$ cat src/crs_pkg.sv
`default_nettype none

package crs_pkg;

   // width of the column count register
   localparam int CFG_BITS = 5;

   // width of the reported standard deviation
   localparam int STD_BITS = 20;

   // operation codes of an input word
   localparam logic OP_SAMPLE = 1'b0;
   localparam logic OP_REPORT = 1'b1;

endpackage

`default_nettype wire

$ cat src/crs_stats.sv
`default_nettype none

module crs_stats import crs_pkg::*; #(
   parameter int SAMPLE_BITS = 20,
   parameter int ROW_BITS = 16,
   localparam int DEV_W = SAMPLE_BITS + 1 + ROW_BITS,
   localparam int SQ_W = 2 * SAMPLE_BITS + ROW_BITS
) (
   input  logic                          clock,
   input  logic                          reset,
   input  logic                          start,
   input  logic [ROW_BITS-1:0]           rows,
   input  logic signed [SAMPLE_BITS-1:0] first,
   input  logic signed [DEV_W-1:0]       dev_sum,
   input  logic [SQ_W-1:0]               sq_sum,
   output logic                          busy,
   output logic signed [SAMPLE_BITS-1:0] mean_value,
   output logic [STD_BITS-1:0]           std_dev
);

   localparam int P_W = 2 * DEV_W;
   localparam int DEN_W = 2 * ROW_BITS;
   localparam int H = (P_W + 1) / 2;
   localparam int R_W = 2 * H;
   localparam int CNT_W = $clog2(P_W + 1);

   typedef enum logic [2:0] {
      S_IDLE, S_MEAN, S_MUL_A, S_MUL_B, S_DIFF, S_DIV, S_SQRT
   } state_type;

   state_type                     state_ff, state_in;
   logic [ROW_BITS-1:0]           n_ff, n_in;
   logic                          neg_ff, neg_in;
   logic signed [SAMPLE_BITS-1:0] first_ff, first_in;
   logic [SQ_W-1:0]               sq_ff, sq_in;
   logic [DEV_W-1:0]              mag_ff, mag_in;
   logic [DEN_W-1:0]              den_ff, den_in;
   logic [P_W-1:0]                acc_ff, acc_in;
   logic [P_W-1:0]                mcand_ff, mcand_in;
   logic [DEV_W-1:0]              mplier_ff, mplier_in;
   logic [P_W-1:0]                pa_ff, pa_in;
   logic [P_W-1:0]                qd_ff, qd_in;
   logic [DEN_W:0]                rem_ff, rem_in;
   logic [R_W-1:0]                rad_ff, rad_in;
   logic [H+1:0]                  srem_ff, srem_in;
   logic [H-1:0]                  root_ff, root_in;
   logic [CNT_W-1:0]              cnt_ff, cnt_in;
   logic signed [SAMPLE_BITS-1:0] mean_ff, mean_in;
   logic [STD_BITS-1:0]           std_ff, std_in;

   // shared restoring divider step, one quotient bit per cycle
   logic [DEN_W-1:0] divisor;
   logic [DEN_W:0]   r2;
   logic             div_ge;
   logic [DEN_W:0]   rem_step;
   logic [P_W-1:0]   qd_step;
   // shift-add multiplier step
   logic [P_W-1:0]   acc_step;
   // digit-by-digit square root step
   logic [H+1:0]     s2, trial;
   logic [H+1:0]     srem_step;
   logic [H-1:0]     root_step;
   logic             last;
   logic signed [DEV_W:0] qs, tot;

   always_comb begin
      divisor = (state_ff == S_MEAN) ? DEN_W'(n_ff) : den_ff;
      r2 = {rem_ff[DEN_W-1:0], qd_ff[P_W-1]};
      div_ge = r2 >= {1'b0, divisor};
      rem_step = div_ge ? r2 - {1'b0, divisor} : r2;
      qd_step = {qd_ff[P_W-2:0], div_ge};
      acc_step = mplier_ff[0] ? acc_ff + mcand_ff : acc_ff;
      s2 = {srem_ff[H-1:0], rad_ff[R_W-1:R_W-2]};
      trial = {root_ff, 2'b01};
      if (s2 >= trial) begin
         srem_step = s2 - trial;
         root_step = {root_ff[H-2:0], 1'b1};
      end else begin
         srem_step = s2;
         root_step = {root_ff[H-2:0], 1'b0};
      end
      last = cnt_ff == CNT_W'(1);
      qs = $signed({1'b0, qd_step[DEV_W-1:0]});
      if (neg_ff) qs = -qs;
      tot = qs + (DEV_W + 1)'(first_ff);
   end

   // sequencer: mean, then products, difference, divide and root; only the mean below two rows
   always_comb begin
      state_in = state_ff;
      n_in = n_ff;
      neg_in = neg_ff;
      first_in = first_ff;
      sq_in = sq_ff;
      mag_in = mag_ff;
      den_in = den_ff;
      acc_in = acc_ff;
      mcand_in = mcand_ff;
      mplier_in = mplier_ff;
      pa_in = pa_ff;
      qd_in = qd_ff;
      rem_in = rem_ff;
      rad_in = rad_ff;
      srem_in = srem_ff;
      root_in = root_ff;
      cnt_in = cnt_ff;
      mean_in = mean_ff;
      std_in = std_ff;
      unique case (state_ff)
         S_IDLE: begin
            if (start) begin
               n_in = rows;
               neg_in = dev_sum[DEV_W-1];
               first_in = first;
               sq_in = sq_sum;
               mag_in = dev_sum[DEV_W-1] ? DEV_W'(-dev_sum) : DEV_W'(dev_sum);
               den_in = DEN_W'(rows) * DEN_W'(rows - ROW_BITS'(1));
               std_in = '0;
               mean_in = '0;
               if (rows != '0) begin
                  qd_in = P_W'(mag_in) << (P_W - DEV_W);
                  rem_in = '0;
                  cnt_in = CNT_W'(DEV_W);
                  state_in = S_MEAN;
               end
            end
         end
         S_MEAN: begin
            qd_in = qd_step;
            rem_in = rem_step;
            cnt_in = cnt_ff - CNT_W'(1);
            if (last) begin
               mean_in = tot[SAMPLE_BITS-1:0];
               if (n_ff > ROW_BITS'(1)) begin
                  acc_in = '0;
                  mcand_in = P_W'(sq_ff);
                  mplier_in = DEV_W'(n_ff);
                  cnt_in = CNT_W'(ROW_BITS);
                  state_in = S_MUL_A;
               end else begin
                  state_in = S_IDLE;
               end
            end
         end
         S_MUL_A: begin
            acc_in = acc_step;
            mcand_in = mcand_ff << 1;
            mplier_in = mplier_ff >> 1;
            cnt_in = cnt_ff - CNT_W'(1);
            if (last) begin
               pa_in = acc_step;
               acc_in = '0;
               mcand_in = P_W'(mag_ff);
               mplier_in = mag_ff;
               cnt_in = CNT_W'(DEV_W);
               state_in = S_MUL_B;
            end
         end
         S_MUL_B: begin
            acc_in = acc_step;
            mcand_in = mcand_ff << 1;
            mplier_in = mplier_ff >> 1;
            cnt_in = cnt_ff - CNT_W'(1);
            if (last) state_in = S_DIFF;
         end
         S_DIFF: begin
            // negative spread numerator counts as zero
            qd_in = (pa_ff >= acc_ff) ? pa_ff - acc_ff : '0;
            rem_in = '0;
            cnt_in = CNT_W'(P_W);
            state_in = S_DIV;
         end
         S_DIV: begin
            qd_in = qd_step;
            rem_in = rem_step;
            cnt_in = cnt_ff - CNT_W'(1);
            if (last) begin
               rad_in = R_W'(qd_step);
               srem_in = '0;
               root_in = '0;
               cnt_in = CNT_W'(H);
               state_in = S_SQRT;
            end
         end
         S_SQRT: begin
            rad_in = rad_ff << 2;
            srem_in = srem_step;
            root_in = root_step;
            cnt_in = cnt_ff - CNT_W'(1);
            if (last) begin
               if ((root_step >> STD_BITS) != '0) std_in = '1;
               else std_in = STD_BITS'(root_step);
               state_in = S_IDLE;
            end
         end
         default: state_in = S_IDLE;
      endcase
   end

   always_ff @(posedge clock) begin
      if (reset) begin
         state_ff <= S_IDLE;
      end else begin
         state_ff <= state_in;
      end
      n_ff <= n_in;
      neg_ff <= neg_in;
      first_ff <= first_in;
      sq_ff <= sq_in;
      mag_ff <= mag_in;
      den_ff <= den_in;
      acc_ff <= acc_in;
      mcand_ff <= mcand_in;
      mplier_ff <= mplier_in;
      pa_ff <= pa_in;
      qd_ff <= qd_in;
      rem_ff <= rem_in;
      rad_ff <= rad_in;
      srem_ff <= srem_in;
      root_ff <= root_in;
      cnt_ff <= cnt_in;
      mean_ff <= mean_in;
      std_ff <= std_in;
   end

   assign busy = state_ff != S_IDLE;
   assign mean_value = mean_ff;
   assign std_dev = std_ff;

endmodule

`default_nettype wire

$ cat config.mk
export PLATFORM = sky130hd
export DESIGN_NAME = crs_stats
export DESIGN_NICKNAME = d
export VERILOG_FILES = /design/src/crs_pkg.sv /design/src/crs_stats.sv
export SDC_FILE = /design/constraint.sdc
export NUM_CORES = 2
export LEC_CHECK = 0
export BUFFER_PORTS_ARGS = -buffer_cell sky130_fd_sc_hd__clkbuf_2
export CAP_MARGIN = 0
export CORE_MARGIN = 8
export CORE_UTILIZATION = 35
export DETAILED_ROUTE_END_ITERATION = 8
export PLACE_DENSITY_LB_ADDON = 0.25
export SLEW_MARGIN = 20
export SYNTH_ARGS = -nofsm -noshare
export SYNTH_HDL_FRONTEND = slang
export SYNTH_SLANG_ARGS = --single-unit
$ cat constraint.sdc
create_clock -name clock -period 11.88 [get_ports clock]
set_clock_uncertainty 0.1 [all_clocks]
set_input_delay 0.594 -clock clock [delete_from_list [all_inputs] [get_ports clock]]
set_output_delay 0.594 -clock clock [all_outputs]
set_load 0.02 [all_outputs]
; ---- Word-level counts from Yosys, hierarchy flattened
; Cells that the tools add are included.
[totals]
register_bits = 725
in_bits = 132
word_cells = 123
[op_classes]
add_sub_neg = 9
multipliers = 1
order_cmp = 4
n_eq_ne = 15
muxes = 53
reduce_logical = 22
[op_table]
columns = operator, count
row1 = $mux W74, 11
row2 = $pmux W74 S3, 3
row3 = $mux W37, 7
row4 = $pmux W37 S2, 2
row5 = $pmux W74 S2, 1
row6 = $mux W32, 4
row7 = $pmux W37 S3, 1
row8 = $mux W20, 5
row9 = $pmux W32 S3, 1
row10 = $pmux W20 S2, 2
row11 = $add A74 B74 Y74, 1
row12 = $ge A74 B74 Y1, 1
row13 = $sub A74 B74 Y74, 1
row14 = $ge A39 B39 Y1, 1
row15 = $neg A37 Y37, 1
row16 = $reduce_bool A37 Y1, 1
row17 = $sub A37 B37 Y37, 1
row18 = $mux W7, 5
row19 = $pmux W7 S5, 1
row20 = $ge A33 B32 Y1, 1
row21 = $mul A17 B17 Y32, 1
row22 = $sub A32 B32 Y32, 1
row23 = $mux W3, 7
row24 = $pmux W3 S7, 1
row25 = 22 further kinds, 43

; ---- Longest topological paths before layout
[logic_depth]
depth_word = 8
mapped_depth = 34

; ---- Worst setup path before layout
; No wires, ideal clock.
[synth_timing]
kind = register to register
from = reg cnt_ff[2]
to = reg acc_ff[0] (enable)
setup_time_ns = 0.733
t_arrival_ns = 9.222
path_slack_ns = 1.825
stages_incl_launch_ff = 7
period_less_slack_ns = 10.055
cell_sequence = edfxtp_1 -> nor4_1 -> and3b_1 -> clkbuf_1 -> and2_1 -> a21oi_1 -> nor2_1
[synth_between]
elab_chain_cells = 3
[synth_lines]
columns = element, line_no
row1 = start: declaration, crs_stats.sv:47  ; logic [CNT_W-1:0] cnt_ff, cnt_in;
row2 = start signal: assignment, crs_stats.sv:221  ; cnt_ff <= cnt_in;
row3 = $eq A7 B1 Y1, crs_stats.sv:82  ; last = cnt_ff == CNT_W'(1);
row4 = $ne A2 B2 Y1 (no source line), -
row5 = $reduce_and A3 Y1 (no source line), -
row6 = end signal: assignment, crs_stats.sv:212  ; acc_ff <= acc_in;
row7 = end: declaration, crs_stats.sv:38  ; logic [P_W-1:0] acc_ff, acc_in;
; No other way between the ends.
; A chain may end at the register's enable or synchronous reset.

; ---- Final worst setup path
[layout_timing]
from = in rows[0]
to = reg den_ff[31], data pin
[layout_between]
elab_chain_cells = 2
[layout_lines]
columns = element, line_no
row1 = start: declaration, crs_stats.sv:12  ; input logic [ROW_BITS-1:0] rows,
row2 = $sub A16 B1 Y17, crs_stats.sv:117  ; den_in = DEN_W'(rows) * DEN_W'(rows - ROW_BITS'(1));
row3 = $mul A17 B17 Y32 (*), crs_stats.sv:117
row4 = end signal: assignment, crs_stats.sv:211  ; den_ff <= den_in;
row5 = end: declaration, crs_stats.sv:37  ; logic [DEN_W-1:0] den_ff, den_in;
; Every way passes the cells marked *; elsewhere a longest branch is shown, timed or not.

==> impl_metrics.py <==
metrics = {
    "synthesis": {
        "synth.yosys.seq_area_share": 0.414,
        "syn_area_per_cell_sq_um": 9.80,
        "synth_mux_area_frac": 0.00776,
        "synth-warning-count": 0,
        "synth_top_family_by_area": "adder cells",
        "synth-simple-area-share": 0.159,
        "synth_edf_count": 721,
        "syn-num-nets": 6067,
        "syn_area_sq_mm": 0.0524,
        "synth_fa_ha_area_frac": 0.170,
        "async_flop_share": 0,
        "synth_xor_area_frac": 0.0476,
        "synth-seq-cells": 724,
        "synth_cells": 5349,
        "synth.distinct_cells": 88,
        "synth_flop_cell": "edfxtp_1",
        "synth-compound-area-share": 0.149,
    },
    "final_layout": {
        "fin_util": 0.395,
        "area_growth_pct": 12.4,
        "fin_cells": 7497,
        "layout.nets": 6191,
        "drive_gt1_frac": 0.0781,
        "design_area_sq_mm": 0.0589,
    },
    "sta": {
        "setup_violations": 0,
        "relSlewSlack": 0.309,
        "min_period_ns": 9.07,
        "worstMarginPinSlew_ns": 1.04,
        "slew_violations": 0,
        "hold_viol_final": 0,
        "tns_ns": 0,
        "rsz0062_at_grt": "false",
        "fmax_ghz": 0.110,
        "fin_crit_sh": 0.764,
    },
    "floorplan": {
        "coreArea_sq_mm": 0.149,
        "rows": 142,
        "die_x_um": 403,
        "pin_count": 173,
        "dieArea_sq_mm": 0.162,
        "initial_utilization": 0.351,
        "die_y_um": 403,
    },
    "clocking": {
        "cts_setup_buffers": 0,
        "cts_tree": "built",
        "cts_buffer_depth": 3,
        "cts_buffers": 86,
        "cts_max_level": 3,
        "cts_sinks": 724,
        "clk_latency_ns": 0.68,
        "clk_pin_slew_worst_paths_ns": 0.06,
        "cts_root_buf": "clkbuf_16",
    },
    "global_route": {
        "first_global_vias": 38905,
        "track_usage": 0.180,
        "grt-ovfl-total": 0,
        "grt_max_degree": 104,
        "antenna_found_initial": 16,
        "grt_pass1_wl_um": 233000,
    },
    "power": {
        "leakage_nw": 24.9,
        "power_w": 0.0105,
        "power_density_mw_per_mm2": 178,
        "irDropWorstVdd_mv": 0.230,
    },
    "status": {
        "run_status": "completed",
    },
    "routing": {
        "wl_per_cell_um": 20.1,
        "via_per_inst": 5.29,
        "ant_nets": 0,
        "dr.first_iter.drc_count": 3404,
        "wl_um": 151000,
        "drt-pass1-iter-count": 6,
        "post-route-drc-count": 0,
        "vias": 39644,
    },
    "worst_setup_path": {
        "cp_max_fo": 20,
        "cp-end-kind": "register",
        "worstPathRequired_ns": 12.20,
        "path_common_cell": "inv_1",
        "r2r_cells": 28,
        "path_delay_family": "adder cells",
        "worstSetupPathType": "input port to register",
        "start_kind": "input port",
        "crit_buf_inv": 9,
        "r2r-start": "state_ff[0]$_SDFFE_PP0P_",
        "rr_endpoint": "mean_value[18]$_SDFFCE_PN0P_",
        "cp.arrival_ns": 9.40,
        "r2r_slack_ns": 2.91,
        "crit_path_end": "den_ff[31]$_DFFE_PP_",
        "slowest_delay_ns": 0.56,
        "crit_path_start": "rows[0]",
        "timing.critical_path.depth": 33,
        "cp_slowest_cell": "fa_1",
    },
    "place": {
        "port_buffers": 172,
        "place_area_sq_mm": 0.0552,
        "hpwl_um": 113000,
        "dpl.cell_count": 7261,
        "gp_congestion": 0.920,
    },
    "job": {
        "cap_violations": 0,
    },
    "hold_path": {
        "hold_path_class": "input port to register",
    },
}
==> power breakdown <==
| part | switching [W] | internal (W) | total (W) | leakage (nW) |
|---|---|---|---|---|
| logic | 0.00249 | 0.00187 | 0.00436 | 16.6 |
| clock network | 0.00114 | 0.00172 | 0.00286 | 1.48 |
| registers | 0.0000957 | 0.00320 | 0.00329 | 6.75 |
==> worst min-delay path by stage <==
stage / startpoint / endpoint / depth (start not counted)
2_1_floorplan: rad_ff[8]$_DFFE_PP_ / rad_ff[10]$_DFFE_PP_ / 2
3_3_place_gp: rad_ff[56]$_DFFE_PP_ / rad_ff[58]$_DFFE_PP_ / 2
3_5_place_dp: rad_ff[2]$_DFFE_PP_ / rad_ff[4]$_DFFE_PP_ / 2
4_1_cts: sq_sum[5] / sq_ff[5]$_DFFE_PP_ / 1
5_1_grt: sq_sum[1] / sq_ff[1]$_DFFE_PP_ / 1
6_report: sq_sum[5] / sq_ff[5]$_DFFE_PP_ / 1
==> registers in the layout, indices dropped and copies added (netlist names) <==
name / flops
mcand_ff: 74
rem_ff: 32
sq_ff: 56
mean_value: 20
mag_ff: 37
qd_ff: 74
std_dev: 20
den_ff: 31
cnt_ff: 7
srem_ff: 37
root_ff: 37
mplier_ff: 37
acc_ff: 74
n_ff: 16
pa_ff: 74
neg_ff: 1
first_ff: 20
state_ff: 3
rad_ff: 74
==> cell usage in the layout (no fill, tap or decap), types with 172 or more instances in the layout <==
cell	instances
inv_1	472
fa_1	213
a21oi_1	369
xnor2_1	201
clkbuf_2	172
o21ai_0	275
edfxtp_1	721
ha_1	373
nor2_1	264
nand2_1	717
==> Yosys cell counts (37+ instances only) <==
cell,number,area [sq um]
xnor2_1,201,1760
a21o_1,157,1180
edfxtp_1,721,21700
nor2_1,269,1010
o21a_1,38,285
nor3_1,53,265
ha_1,373,4670
a211oi_1,38,285
and2_1,44,275
a31oi_1,55,344
o21ai_1,63,315
clkbuf_1,218,818
a21oi_1,369,1850
nand2_1,719,2700
xor2_1,84,736
nand2b_1,173,1080
nand4_1,60,375
and3_1,51,319
o21ai_0,277,1390
fa_1,213,4260
nand3_1,62,310
inv_1,473,1780
nor2b_1,162,1010
o21bai_1,43,323
a22oi_1,43,323
or3_1,37,231
==> per-stage QoR <==
| stage | setup slack, ns | hold WS [ns] |
|---|---|---|
| final | 2.81 | 0.0354 |
| after global routing | 2.18 | 0.0303 |
| after CTS | 2.84 | 0.000445 |
| after detailed placement | 2.11 | 0.392 |
| after global placement | 2.17 | 0.389 |
| after floorplan | 1.83 | 0.384 |
==> repair_timing <==
action / 4_1_cts / 5_1_grt
hold buffers: 68 / 0
gates resized for setup: 0 / 0
hold endpoints to repair: 68 / 0
==> cell families (layout without fill, tap and decap cells) <==
family,after synthesis,after routing
buf+inv,717,913
mux,40,40
fa+ha+maj,586,586
other cells,0,8
simple gates,1734,1734
xor+xnor,285,285
compound gates,1263,1263
flops,724,724
==> per-layer routing <==
metal / global-route usage / wire length (um) / part of all wire / vias up
li1: - / - / - / 19053
met2: 0.283 / 67100 / 0.45 / 1048
met1: 0.260 / 70500 / 0.47 / 19354
met5: 0 / 53 / 0.00035 / -
met3: 0.0301 / 9570 / 0.064 / 181
met4: 0.0450 / 3350 / 0.022 / 8
==> final cells by class <==
type | count | area [sq um]
multi-input combinational | 3908 | 28100
fill | 14912 | 90300
inverter | 474 | 1790
antenna | 8 | 20.0
clock buffer | 98 | 2260
tap | 1944 | 2430
timing repair buffer | 279 | 1840
sequential | 724 | 21700
clock inverter | 62 | 748
No activity file was read; power rests on OpenSTA's default activity.
